<file path="src/design/byte_ring_fifo_overwrite_defines.svh">
// Assertion macros for the byte ring FIFO block.
// Included by the RTL files that carry concurrent assertions.
`ifndef BYTE_RING_FIFO_OVERWRITE_DEFINES_SVH
`define BYTE_RING_FIFO_OVERWRITE_DEFINES_SVH
`ifndef NO_ASSERTIONS
// A condition that holds at every clock edge outside reset.
`define BRFO_ASSERT_ALWAYS(label, clk, rst, expr) \
   label: assert property (@(posedge clk) disable iff (rst) (expr)) \
      else $error("brfo: invariant violated");
// A consequence that holds in the same cycle as its antecedent.
`define BRFO_ASSERT_IMPLY(label, clk, rst, ante, cons) \
   label: assert property (@(posedge clk) disable iff (rst) (ante) |-> (cons)) \
      else $error("brfo: same-cycle implication violated");
// A consequence that holds in the cycle after its antecedent.
`define BRFO_ASSERT_NEXT(label, clk, rst, ante, cons) \
   label: assert property (@(posedge clk) disable iff (rst) (ante) |=> (cons)) \
      else $error("brfo: next-cycle implication violated");
`else
`define BRFO_ASSERT_ALWAYS(label, clk, rst, expr)
`define BRFO_ASSERT_IMPLY(label, clk, rst, ante, cons)
`define BRFO_ASSERT_NEXT(label, clk, rst, ante, cons)
`endif
`endif

</file>
<file path="src/design/brfo_pkg.sv">
// Shared constants, command codes and types of the byte ring FIFO.
// No dependencies.
`timescale 1ns / 1ps
`default_nettype none

package brfo_pkg;

   localparam int STORE_DEPTH = 256;
   localparam int IDX_W       = $clog2(STORE_DEPTH);
   localparam int SIZE_W      = 9;
   localparam int CMD_W       = 2;

   localparam logic [CMD_W-1:0] CMD_WRITE  = 2'd0;
   localparam logic [CMD_W-1:0] CMD_READ   = 2'd1;
   localparam logic [CMD_W-1:0] CMD_STATUS = 2'd2;
   localparam logic [CMD_W-1:0] CMD_CLEAR  = 2'd3;

   typedef logic [CMD_W-1:0]  cmd_type;
   typedef logic [IDX_W-1:0]  idx_type;
   typedef logic [SIZE_W-1:0] size_type;

   // Commands from the controller to the datapath.
   typedef struct packed {
      logic latch;   // capture the request payload
      logic exec;    // run the FIFO update and memory access
      logic load;    // load the result register
   } brfo_cmd_type;

endpackage

`default_nettype wire

</file>
<file path="src/design/brfo_if.sv">
// Handshake channel interfaces of the byte ring FIFO: request, response and
// size register write. Depends on brfo_pkg.
`timescale 1ns / 1ps
`default_nettype none

interface brfo_req_if;
   import brfo_pkg::*;
   logic    valid;
   logic    ready;
   cmd_type cmd;
   logic [7:0] data_in;
   logic    force_req;
   logic    has_data;
   logic    last_in_call;

   modport source (output valid, cmd, data_in, force_req, has_data, last_in_call,
                   input ready);
   modport sink   (input valid, cmd, data_in, force_req, has_data, last_in_call,
                   output ready);
endinterface

interface brfo_rsp_if;
   import brfo_pkg::*;
   logic       valid;
   logic       ready;
   logic [7:0] data_out;
   logic       accepted;
   size_type   call_total;
   size_type   fill_level;
   size_type   free_space;
   logic       is_empty;
   logic       is_full;
   size_type   read_run;
   size_type   write_run;
   size_type   write_run_forced;

   modport source (output valid, data_out, accepted, call_total, fill_level,
                   free_space, is_empty, is_full, read_run, write_run,
                   write_run_forced,
                   input ready);
   modport sink   (input valid, data_out, accepted, call_total, fill_level,
                   free_space, is_empty, is_full, read_run, write_run,
                   write_run_forced,
                   output ready);
endinterface

interface brfo_csr_if;
   import brfo_pkg::*;
   logic     valid;
   logic     ready;
   size_type buffer_size;

   modport source (output valid, buffer_size, input ready);
   modport sink   (input valid, buffer_size, output ready);
endinterface

`default_nettype wire

</file>
<file path="src/design/brfo_ctrl.sv">
// Sequencing controller of the byte ring FIFO: accept, execute, load result.
// Depends on brfo_pkg.
`timescale 1ns / 1ps
`default_nettype none

module brfo_ctrl
   import brfo_pkg::*;
(
   input  wire logic   clock,
   input  wire logic   reset,
   input  wire logic   req_valid,
   output      logic   req_ready,
   input  wire logic   rsp_ready,
   output      logic   rsp_valid,
   output brfo_cmd_type dp_cmd
);

   localparam logic [1:0] S_IDLE = 2'd0;
   localparam logic [1:0] S_EXEC = 2'd1;
   localparam logic [1:0] S_STAT = 2'd2;

   logic [1:0] state_ff, state_in;
   logic       rsp_valid_ff, rsp_valid_in;
   logic       out_free;

   // The result register may be reloaded once its item is gone or leaves now.
   assign out_free  = !rsp_valid_ff || rsp_ready;
   assign req_ready = (state_ff == S_IDLE);
   assign rsp_valid = rsp_valid_ff;

   assign dp_cmd.latch = req_valid && req_ready;
   assign dp_cmd.exec  = (state_ff == S_EXEC);
   assign dp_cmd.load  = (state_ff == S_STAT) && out_free;

   always_comb begin
      state_in = state_ff;
      case (state_ff)
         S_IDLE: begin
            if (req_valid) state_in = S_EXEC;
         end
         S_EXEC: begin
            state_in = S_STAT;
         end
         S_STAT: begin
            if (out_free) state_in = S_IDLE;
         end
         default: begin
            state_in = S_IDLE;
         end
      endcase
   end

   always_comb begin
      rsp_valid_in = rsp_valid_ff;
      if (dp_cmd.load) begin
         rsp_valid_in = 1'b1;
      end else if (rsp_ready) begin
         rsp_valid_in = 1'b0;
      end
   end

   always_ff @(posedge clock) begin
      if (reset) begin
         state_ff     <= S_IDLE;
         rsp_valid_ff <= 1'b0;
      end else begin
         state_ff     <= state_in;
         rsp_valid_ff <= rsp_valid_in;
      end
   end

endmodule

`default_nettype wire

</file>
<file path="src/design/brfo_datapath.sv">
// Datapath of the byte ring FIFO: byte store, indices with lap bits, call
// counter, size register and result register. Depends on brfo_pkg.
`timescale 1ns / 1ps
`default_nettype none
`include "byte_ring_fifo_overwrite_defines.svh"

module brfo_datapath
   import brfo_pkg::*;
(
   input  wire logic         clock,
   input  wire logic         reset,
   input  wire brfo_cmd_type dp_cmd,
   input  wire cmd_type      req_cmd,
   input  wire logic [7:0]   req_data_in,
   input  wire logic         req_force_req,
   input  wire logic         req_has_data,
   input  wire logic         req_last_in_call,
   input  wire logic         csr_write,
   input  wire size_type     csr_buffer_size,
   output      logic [7:0]   rsp_data_out,
   output      logic         rsp_accepted,
   output      size_type     rsp_call_total,
   output      size_type     rsp_fill_level,
   output      size_type     rsp_free_space,
   output      logic         rsp_is_empty,
   output      logic         rsp_is_full,
   output      size_type     rsp_read_run,
   output      size_type     rsp_write_run,
   output      size_type     rsp_write_run_forced
);

   function automatic size_type fill_of(idx_type wi, logic wl, idx_type ri, logic rl,
                                        size_type sz);
      size_type f;
      if (wi == ri) begin
         f = (wl == rl) ? '0 : sz;
      end else if (wi > ri) begin
         f = {1'b0, wi} - {1'b0, ri};
      end else begin
         f = sz - ({1'b0, ri} - {1'b0, wi});
      end
      return f;
   endfunction

   function automatic size_type min_of(size_type a, size_type b);
      return (a < b) ? a : b;
   endfunction

   logic [7:0] store [STORE_DEPTH];

   // Request payload
   cmd_type    cmd_ff;
   logic [7:0] din_ff;
   logic       force_ff, has_ff, last_ff;

   // FIFO control state
   size_type sz_ff;
   idx_type  wr_idx_ff, wr_idx_in, rd_idx_ff, rd_idx_in;
   logic     wr_lap_ff, wr_lap_in, rd_lap_ff, rd_lap_in;
   size_type call_cnt_ff, call_cnt_in;

   // Per-item results of the execute step
   logic       acc_ff, acc_in;
   logic       rd_hit_ff, rd_hit_in;
   size_type   total_ff, total_in;
   logic [7:0] rdata_ff;
   logic       mem_we;

   size_type fill_now, cnt_step, wr_inc, rd_inc, size_clamped;
   logic     has_room, wr_wrap, rd_wrap;

   size_type fill_st, free_st, rd_lim, wr_lim;

   always_comb begin
      if (csr_buffer_size == '0) begin
         size_clamped = size_type'(1);
      end else if (csr_buffer_size > size_type'(STORE_DEPTH)) begin
         size_clamped = size_type'(STORE_DEPTH);
      end else begin
         size_clamped = csr_buffer_size;
      end
   end

   // Execute step: one FIFO access against the state left by the last item.
   always_comb begin
      fill_now = fill_of(wr_idx_ff, wr_lap_ff, rd_idx_ff, rd_lap_ff, sz_ff);
      has_room = fill_now < sz_ff;
      wr_inc   = {1'b0, wr_idx_ff} + size_type'(1);
      rd_inc   = {1'b0, rd_idx_ff} + size_type'(1);
      wr_wrap  = wr_inc >= sz_ff;
      rd_wrap  = rd_inc >= sz_ff;

      wr_idx_in = wr_idx_ff;
      wr_lap_in = wr_lap_ff;
      rd_idx_in = rd_idx_ff;
      rd_lap_in = rd_lap_ff;
      acc_in    = 1'b0;
      rd_hit_in = 1'b0;
      mem_we    = 1'b0;
      total_in  = '0;
      cnt_step  = call_cnt_ff;
      call_cnt_in = call_cnt_ff;

      case (cmd_ff)
         CMD_WRITE: begin
            if (has_room || force_ff) begin
               acc_in    = 1'b1;
               mem_we    = has_ff;
               wr_idx_in = wr_wrap ? '0 : wr_inc[IDX_W-1:0];
               wr_lap_in = wr_lap_ff ^ wr_wrap;
               // A forced write into a full FIFO drops the oldest byte.
               if (!has_room) begin
                  rd_idx_in = rd_wrap ? '0 : rd_inc[IDX_W-1:0];
                  rd_lap_in = rd_lap_ff ^ rd_wrap;
               end
            end
         end
         CMD_READ: begin
            if (fill_now != '0) begin
               acc_in    = 1'b1;
               rd_hit_in = 1'b1;
               rd_idx_in = rd_wrap ? '0 : rd_inc[IDX_W-1:0];
               rd_lap_in = rd_lap_ff ^ rd_wrap;
            end
         end
         CMD_CLEAR: begin
            wr_idx_in   = '0;
            wr_lap_in   = 1'b0;
            rd_idx_in   = '0;
            rd_lap_in   = 1'b0;
            call_cnt_in = '0;
         end
         default: begin
         end
      endcase

      // Rejected accesses still close a call when they carry the last flag.
      if (cmd_ff inside {CMD_WRITE, CMD_READ}) begin
         if (acc_in && (call_cnt_ff < sz_ff)) cnt_step = call_cnt_ff + size_type'(1);
         if (last_ff) begin
            total_in    = cnt_step;
            call_cnt_in = '0;
         end else begin
            call_cnt_in = cnt_step;
         end
      end
   end

   always_ff @(posedge clock) begin
      if (dp_cmd.latch) begin
         cmd_ff   <= req_cmd;
         din_ff   <= req_data_in;
         force_ff <= req_force_req;
         has_ff   <= req_has_data;
         last_ff  <= req_last_in_call;
      end
      if (dp_cmd.exec) begin
         acc_ff    <= acc_in;
         rd_hit_ff <= rd_hit_in;
         total_ff  <= total_in;
      end
   end

   always_ff @(posedge clock) begin
      if (dp_cmd.exec && mem_we) store[wr_idx_ff] <= din_ff;
      if (dp_cmd.exec) rdata_ff <= store[rd_idx_ff];
   end

   always_ff @(posedge clock) begin
      if (reset) begin
         sz_ff       <= size_type'(STORE_DEPTH);
         wr_idx_ff   <= '0;
         wr_lap_ff   <= 1'b0;
         rd_idx_ff   <= '0;
         rd_lap_ff   <= 1'b0;
         call_cnt_ff <= '0;
      end else if (csr_write) begin
         // A new size always starts from an empty FIFO.
         sz_ff       <= size_clamped;
         wr_idx_ff   <= '0;
         wr_lap_ff   <= 1'b0;
         rd_idx_ff   <= '0;
         rd_lap_ff   <= 1'b0;
         call_cnt_ff <= '0;
      end else if (dp_cmd.exec) begin
         wr_idx_ff   <= wr_idx_in;
         wr_lap_ff   <= wr_lap_in;
         rd_idx_ff   <= rd_idx_in;
         rd_lap_ff   <= rd_lap_in;
         call_cnt_ff <= call_cnt_in;
      end
   end

   // Status step: fill and run lengths after the item.
   always_comb begin
      fill_st = fill_of(wr_idx_ff, wr_lap_ff, rd_idx_ff, rd_lap_ff, sz_ff);
      free_st = sz_ff - fill_st;
      rd_lim  = sz_ff - {1'b0, rd_idx_ff};
      wr_lim  = sz_ff - {1'b0, wr_idx_ff};
   end

   always_ff @(posedge clock) begin
      if (dp_cmd.load) begin
         rsp_data_out         <= rd_hit_ff ? rdata_ff : 8'd0;
         rsp_accepted         <= acc_ff;
         rsp_call_total       <= total_ff;
         rsp_fill_level       <= fill_st;
         rsp_free_space       <= free_st;
         rsp_is_empty         <= (fill_st == '0);
         rsp_is_full          <= (fill_st == sz_ff);
         rsp_read_run         <= (fill_st == '0) ? '0 : min_of(fill_st, rd_lim);
         rsp_write_run        <= (free_st == '0) ? '0 : min_of(free_st, wr_lim);
         rsp_write_run_forced <= wr_lim;
      end
   end

`BRFO_ASSERT_ALWAYS(a_idx_in_range, clock, reset, ({1'b0, wr_idx_ff} < sz_ff) && ({1'b0, rd_idx_ff} < sz_ff))
`BRFO_ASSERT_IMPLY(a_count_bounded, clock, reset, dp_cmd.exec, call_cnt_ff <= sz_ff)
`BRFO_ASSERT_NEXT(a_fill_free_sum, clock, reset, dp_cmd.load, ({1'b0, rsp_fill_level} + {1'b0, rsp_free_space}) == {1'b0, sz_ff})
`BRFO_ASSERT_NEXT(a_clear_empties, clock, reset, dp_cmd.exec && !csr_write && (cmd_ff == CMD_CLEAR), (wr_idx_ff == '0) && (rd_idx_ff == '0) && (call_cnt_ff == '0))

endmodule

`default_nettype wire

</file>
<file path="src/design/byte_ring_fifo_overwrite.sv">
// Top level of the byte ring FIFO with overwrite: controller plus datapath.
// Depends on brfo_pkg, brfo_if, brfo_ctrl and brfo_datapath.
//
//   Channel   Role    Carries
//   req_chan  sink    cmd, data_in, force_req, has_data, last_in_call
//   rsp_chan  source  data_out, accepted, call_total, fill and run status
//   csr_chan  sink    buffer_size (write only, always ready)
//
// Each item passes through accept, execute (store access and index update),
// status; the result is registered and shown the cycle after the status step.
// A new item is accepted only once the last one has left the status step.
// An item is accepted while the previous result still waits on rsp_chan; the
// status step holds until the result register is free.
// Reset clears indices, lap bits, call count and sets the size to 256; the
// byte store is not cleared, so no clearing pass is needed.
`timescale 1ns / 1ps
`default_nettype none

module byte_ring_fifo_overwrite
   import brfo_pkg::*;
(
   input  wire logic    clock,
   input  wire logic    reset,
   brfo_req_if.sink     req_chan,
   brfo_rsp_if.source   rsp_chan,
   brfo_csr_if.sink     csr_chan
);

   brfo_cmd_type dp_cmd;
   logic         req_ready;
   logic         rsp_valid;

   assign req_chan.ready = req_ready;
   assign rsp_chan.valid = rsp_valid;
   assign csr_chan.ready = 1'b1;

   brfo_ctrl u_ctrl (
      .clock     (clock),
      .reset     (reset),
      .req_valid (req_chan.valid),
      .req_ready (req_ready),
      .rsp_ready (rsp_chan.ready),
      .rsp_valid (rsp_valid),
      .dp_cmd    (dp_cmd)
   );

   brfo_datapath u_datapath (
      .clock                (clock),
      .reset                (reset),
      .dp_cmd               (dp_cmd),
      .req_cmd              (req_chan.cmd),
      .req_data_in          (req_chan.data_in),
      .req_force_req        (req_chan.force_req),
      .req_has_data         (req_chan.has_data),
      .req_last_in_call     (req_chan.last_in_call),
      .csr_write            (csr_chan.valid),
      .csr_buffer_size      (csr_chan.buffer_size),
      .rsp_data_out         (rsp_chan.data_out),
      .rsp_accepted         (rsp_chan.accepted),
      .rsp_call_total       (rsp_chan.call_total),
      .rsp_fill_level       (rsp_chan.fill_level),
      .rsp_free_space       (rsp_chan.free_space),
      .rsp_is_empty         (rsp_chan.is_empty),
      .rsp_is_full          (rsp_chan.is_full),
      .rsp_read_run         (rsp_chan.read_run),
      .rsp_write_run        (rsp_chan.write_run),
      .rsp_write_run_forced (rsp_chan.write_run_forced)
   );

endmodule

`default_nettype wire
</file>
<file path="src/flat_wrapper.sv">
// flat-port wrapper written by rule: the top's interface ports become plain ports
module byte_ring_fifo_overwrite_flat import brfo_pkg::*;
  (clock, reset, req_chan_valid, req_chan_cmd, req_chan_data_in, req_chan_force_req, req_chan_has_data, req_chan_last_in_call, req_chan_ready, rsp_chan_valid, rsp_chan_data_out, rsp_chan_accepted, rsp_chan_call_total, rsp_chan_fill_level, rsp_chan_free_space, rsp_chan_is_empty, rsp_chan_is_full, rsp_chan_read_run, rsp_chan_write_run, rsp_chan_write_run_forced, rsp_chan_ready, csr_chan_valid, csr_chan_buffer_size, csr_chan_ready);
  brfo_req_if req_chan_i ();
  brfo_rsp_if rsp_chan_i ();
  brfo_csr_if csr_chan_i ();
  input  wire logic clock;
  input  wire logic reset;
  input wire logic [$bits(req_chan_i.valid)-1:0] req_chan_valid;
  input wire logic [$bits(req_chan_i.cmd)-1:0] req_chan_cmd;
  input wire logic [$bits(req_chan_i.data_in)-1:0] req_chan_data_in;
  input wire logic [$bits(req_chan_i.force_req)-1:0] req_chan_force_req;
  input wire logic [$bits(req_chan_i.has_data)-1:0] req_chan_has_data;
  input wire logic [$bits(req_chan_i.last_in_call)-1:0] req_chan_last_in_call;
  output wire logic [$bits(req_chan_i.ready)-1:0] req_chan_ready;
  output wire logic [$bits(rsp_chan_i.valid)-1:0] rsp_chan_valid;
  output wire logic [$bits(rsp_chan_i.data_out)-1:0] rsp_chan_data_out;
  output wire logic [$bits(rsp_chan_i.accepted)-1:0] rsp_chan_accepted;
  output wire logic [$bits(rsp_chan_i.call_total)-1:0] rsp_chan_call_total;
  output wire logic [$bits(rsp_chan_i.fill_level)-1:0] rsp_chan_fill_level;
  output wire logic [$bits(rsp_chan_i.free_space)-1:0] rsp_chan_free_space;
  output wire logic [$bits(rsp_chan_i.is_empty)-1:0] rsp_chan_is_empty;
  output wire logic [$bits(rsp_chan_i.is_full)-1:0] rsp_chan_is_full;
  output wire logic [$bits(rsp_chan_i.read_run)-1:0] rsp_chan_read_run;
  output wire logic [$bits(rsp_chan_i.write_run)-1:0] rsp_chan_write_run;
  output wire logic [$bits(rsp_chan_i.write_run_forced)-1:0] rsp_chan_write_run_forced;
  input wire logic [$bits(rsp_chan_i.ready)-1:0] rsp_chan_ready;
  input wire logic [$bits(csr_chan_i.valid)-1:0] csr_chan_valid;
  input wire logic [$bits(csr_chan_i.buffer_size)-1:0] csr_chan_buffer_size;
  output wire logic [$bits(csr_chan_i.ready)-1:0] csr_chan_ready;
  assign req_chan_i.valid = req_chan_valid;
  assign req_chan_i.cmd = req_chan_cmd;
  assign req_chan_i.data_in = req_chan_data_in;
  assign req_chan_i.force_req = req_chan_force_req;
  assign req_chan_i.has_data = req_chan_has_data;
  assign req_chan_i.last_in_call = req_chan_last_in_call;
  assign req_chan_ready = req_chan_i.ready;
  assign rsp_chan_valid = rsp_chan_i.valid;
  assign rsp_chan_data_out = rsp_chan_i.data_out;
  assign rsp_chan_accepted = rsp_chan_i.accepted;
  assign rsp_chan_call_total = rsp_chan_i.call_total;
  assign rsp_chan_fill_level = rsp_chan_i.fill_level;
  assign rsp_chan_free_space = rsp_chan_i.free_space;
  assign rsp_chan_is_empty = rsp_chan_i.is_empty;
  assign rsp_chan_is_full = rsp_chan_i.is_full;
  assign rsp_chan_read_run = rsp_chan_i.read_run;
  assign rsp_chan_write_run = rsp_chan_i.write_run;
  assign rsp_chan_write_run_forced = rsp_chan_i.write_run_forced;
  assign rsp_chan_i.ready = rsp_chan_ready;
  assign csr_chan_i.valid = csr_chan_valid;
  assign csr_chan_i.buffer_size = csr_chan_buffer_size;
  assign csr_chan_ready = csr_chan_i.ready;
  byte_ring_fifo_overwrite u_core (.clock(clock), .reset(reset), .req_chan(req_chan_i), .rsp_chan(rsp_chan_i), .csr_chan(csr_chan_i));
endmodule
</file>
<file path="config.mk">
export PLATFORM = sky130hd
export DESIGN_NAME = byte_ring_fifo_overwrite_flat
export DESIGN_NICKNAME = d
export VERILOG_FILES = /design/src/design/brfo_pkg.sv /design/src/design/brfo_if.sv /design/src/design/brfo_ctrl.sv /design/src/design/brfo_datapath.sv /design/src/design/byte_ring_fifo_overwrite.sv /design/src/flat_wrapper.sv
export VERILOG_INCLUDE_DIRS = /design/src /design/src/design
export SDC_FILE = /design/constraint.sdc
export NUM_CORES = 2
export LEC_CHECK = 0
export BUFFER_PORTS_ARGS = -buffer_cell sky130_fd_sc_hd__buf_2
export CAP_MARGIN = 10
export CORE_MARGIN = 4
export CORE_UTILIZATION = 63
export DETAILED_ROUTE_END_ITERATION = 10
export PLACE_DENSITY = 0.76
export SYNTH_ARGS = -nofsm -noshare
export SYNTH_HDL_FRONTEND = slang
export SYNTH_SLANG_ARGS = --single-unit
</file>
<file path="constraint.sdc">
create_clock -name clock -period 8.6 [get_ports clock]
set_clock_uncertainty 0.15 [all_clocks]
set_input_delay 1.29 -clock clock [delete_from_list [all_inputs] [get_ports clock]]
set_output_delay 1.29 -clock clock [all_outputs]
set_load 0.01 [all_outputs]
</file>
==> results.yml <==
worst_hold_path:
  hold_path.class: "reg -> reg"
  worstHoldStart: "u_core.u_datapath.total_ff[6]"
global_routing:
  grt_use_total_pct: 30.0
  grt_max_degree: 238
  gr-total-overflow: 0
  grt_pass1_wl_mm: 314
  antenna_found_initial: 8
  grt_pass1_vias: 43900
worst_setup_path:
  arrival_ns: 8.11
  crit_type: "reg -> reg"
  path_max_fanout: 11
  cp_num_buf_inv: 4
  reg2reg_from: "u_core.u_datapath.sz_ff[1]"
  slowest_stage: "nor2_1"
  crit_chain: "inv_1, fa_1, inv_1, fa_1, a211o_1, a31o_2, a21oi_1, xnor2_1, nand2_1, o221ai_1, inv_1, ha_1, a21oi_1, o211a_1, or4_4, a211o_1, nand2_1, buf_4, nand3_1, nor2_1"
  critical-path-top-delay-family: "simple AND/OR/NAND/NOR gates"
  crit_required_ns: 8.91
  cp_slowest_stage_delay_ns: 0.92
  end_kind: "flip-flop"
  cp-startpoint: "u_core.u_datapath.sz_ff[1]"
  critPathLaunchType: "flip-flop"
  cp_common_cell: "inv_1"
layout:
  diodes: 0
  final_common_cell: "edfxtp_1"
  n_fill_cell: 7907
  layout_common_cells: "2145 x edfxtp_1, 680 x mux4_2, 314 x nor2_1, 208 x clkbuf_16, 93 x buf_2"
  utilization_pct: 70.5
  multi_input_area_mm2: 0.0213
  syn2layout_area_growth_pct: 10.9
  drive_gt1_share_pct: 26.6
  nets: 4408
  seq_area_mm2: 0.0652
die:
  initial_core_util_pct: 63.6
  core_mm2: 0.138
  die_w_um: 381
  fp.dieH_um: 381
  pin_count: 95
  rows: 136
  die_area_mm2: 0.145
sta:
  hold_viol: 0
  hold_ws_ns: 0.268
  fin_crit_sh_pct: 90.7
  min_period_ns: 7.80
  tns_ns: 0
  setup-violations-final: 0
  rsz0062_at_grt: "no"
  relSlewSlack_pct: 13.8
  tightest_slew_ns: 1.29
  slew_violations: 0
  fmaxAchievable_mhz: 128
cts:
  post_cts_buffers: 0
  path_clk_slew_ns: 0.07
  postCtsHoldBufs: 0
  clkLatencyLatePin_ns: 0.84
  clkSinkCount: 2184
  clockBufferDepth: 3
  root_buffer: "clkbuf_16"
  htree_levels: 4
  cts_buffers: 206
  post_cts_resized: 0
  cts_tree: "done"
drt:
  drc_errors: 0
  drtIter0Drc: 6214
  drtAntennaViolNets: 0
  routed_wl_mm: 214
  wl_per_cell_um: 34.3
  vias_per_cell: 7.01
  num_vias: 43800
  first_pass_iters: 6
power:
  p_int_uw: 17200
  p_sw_uw: 4380
  p_sw_share_pct: 20.3
  power_density_mw_per_mm2: 222
  seqPwrFrac_pct: 54.4
  p_clk_share_pct: 43.1
  ir_worst_vdd_mv: 0.232
  p_total_uw: 21600
  power_frac_comb_pct: 2.5
  p_leak_uw: 0.0298
outcome:
  status: "completed"
logic_synthesis:
  syn_nets: 4240
  avgSynthCellArea_um2: 21.3
  synth-edff-count: 2145
  synth-seq-cells: 2184
  ys.warnings.count: 0
  async_reset_ff_share_pct: 0
  syn_area_mm2: 0.0876
  synthFlopType: "edfxtp_1"
  postSynthCellCount: 4114
  synth_cell_types: 80
  seq_area_frac_synth_pct: 74.4
job:
  maxCapViolations: 0
placed_design:
  gp_congestion: 0.903
  dp_hpwl_mm: 122
  io_buffers: 93
==> final timing paths <==
check                           slack [ns]  depth (start not counted)                             endpoint
worst max-delay path                  0.80                         20       u_core.u_datapath.store[54][2]
worst min-delay path                  0.27                          0  u_core.u_datapath.rsp_call_total[6]
worst max register to register        0.80                         20       u_core.u_datapath.store[54][2]
worst min register to register        0.27                          0  u_core.u_datapath.rsp_call_total[6]
==> kinds of logic after synthesis <==
family	count (synthesis)	synth area share [%]
DFF	2184	74.4
muxes	694	17.6
and+or+nand+nor	577	2.98
buffers and inverters	286	1.24
AOI/OAI and AO/OA	229	1.76
adders and majority gates	100	1.53
xor gates and xnor gates	43	0.430
other	1	0.00428
==> registers in the layout (all words and copies together) (netlist names), 2 cells and up <==
signal                                  cells
u_core.u_ctrl.state_ff                      2
u_core.u_datapath.rd_idx_ff                 8
u_core.u_datapath.rdata_ff                  8
u_core.u_datapath.rsp_fill_level            9
u_core.u_datapath.cmd_ff                    2
u_core.u_datapath.rsp_free_space            9
u_core.u_datapath.rsp_call_total            9
u_core.u_datapath.wr_idx_ff                 8
u_core.u_datapath.rsp_data_out              8
u_core.u_datapath.rsp_write_run             9
u_core.u_datapath.sz_ff                     9
u_core.u_datapath.store                  2048
u_core.u_datapath.rsp_write_run_forced      9
u_core.u_datapath.rsp_read_run              9
u_core.u_datapath.total_ff                  9
u_core.u_datapath.din_ff                    8
u_core.u_datapath.call_cnt_ff               9
==> cells in the mapped netlist, drive strengths merged (3+ instances only) <==
master,number,area (µm²)
edfxtp,2145,64400
mux4,680,15300
nor2,314,1180
clkbuf,155,582
ha,87,1090
inv,71,267
nand2,70,265
nand3,69,350
buf,58,233
a21oi,57,285
o21ai,48,240
dfxtp,39,781
xnor2,28,245
a21o,23,173
nor3,18,106
nand2b,17,106
and2,16,100
xor2,15,131
mux2i,14,140
o211ai,13,111
fa,12,240
nand4,12,75.1
or4,12,93.8
or3,11,68.8
nor2b,10,62.6
o22ai,10,62.6
or2,8,50.1
a211o,7,61.3
a211oi,7,52.6
a2bb2oi,7,61.3
nor4,7,43.8
o21a,7,52.6
o21bai,7,52.6
a221oi,5,61.3
a31o,5,43.8
o31ai,5,37.5
a31oi,4,25.0
and3,4,30.0
nor3b,3,22.5
==> stage by stage <==
step / instances / area, µm² / setup WS (ns)
3_5_place_dp: 5868 / 90300 / 0.944
6_report: 6249 / 97200 / 0.800
5_1_grt: 6249 / 97200 / 0.375
4_1_cts: 6249 / 97200 / 0.914
3_3_place_gp: 5868 / 90300 / 1.08
2_1_floorplan: 4114 / 87600 / 2.21
==> cell type report <==
class	count	share of cell area, %
tap	1794	2.31
inverter	73	0.290
multi-input combinational	1644	22.0
clock buffer	251	5.53
timing repair buffer	173	1.24
clock inverter	130	1.54
sequential	2184	67.1
==> power by group through the flow <==
| stage | Clock (µW) | Sequential [µW] | Combinational (µW) |
|---|---|---|---|
| floorplan | 0 | 12100 | 237 |
| global placement | 0 | 12000 | 524 |
| detailed placement | 0 | 12000 | 541 |
| CTS | 9370 | 11800 | 544 |
| global route | 9870 | 11700 | 589 |
| finish | 9300 | 11800 | 544 |
==> routing by layer <==
layer  routed length, µm  global-route usage [%]  up-vias
met4                8900                    11.6        6
met1               78100                    42.9    22900
met2              104000                    46.4     2932
li1                    -                       -    17500
met5                  47                       0        -
met3               23500                    6.68      450
Note: power is estimated with default switching activity, not from simulation.
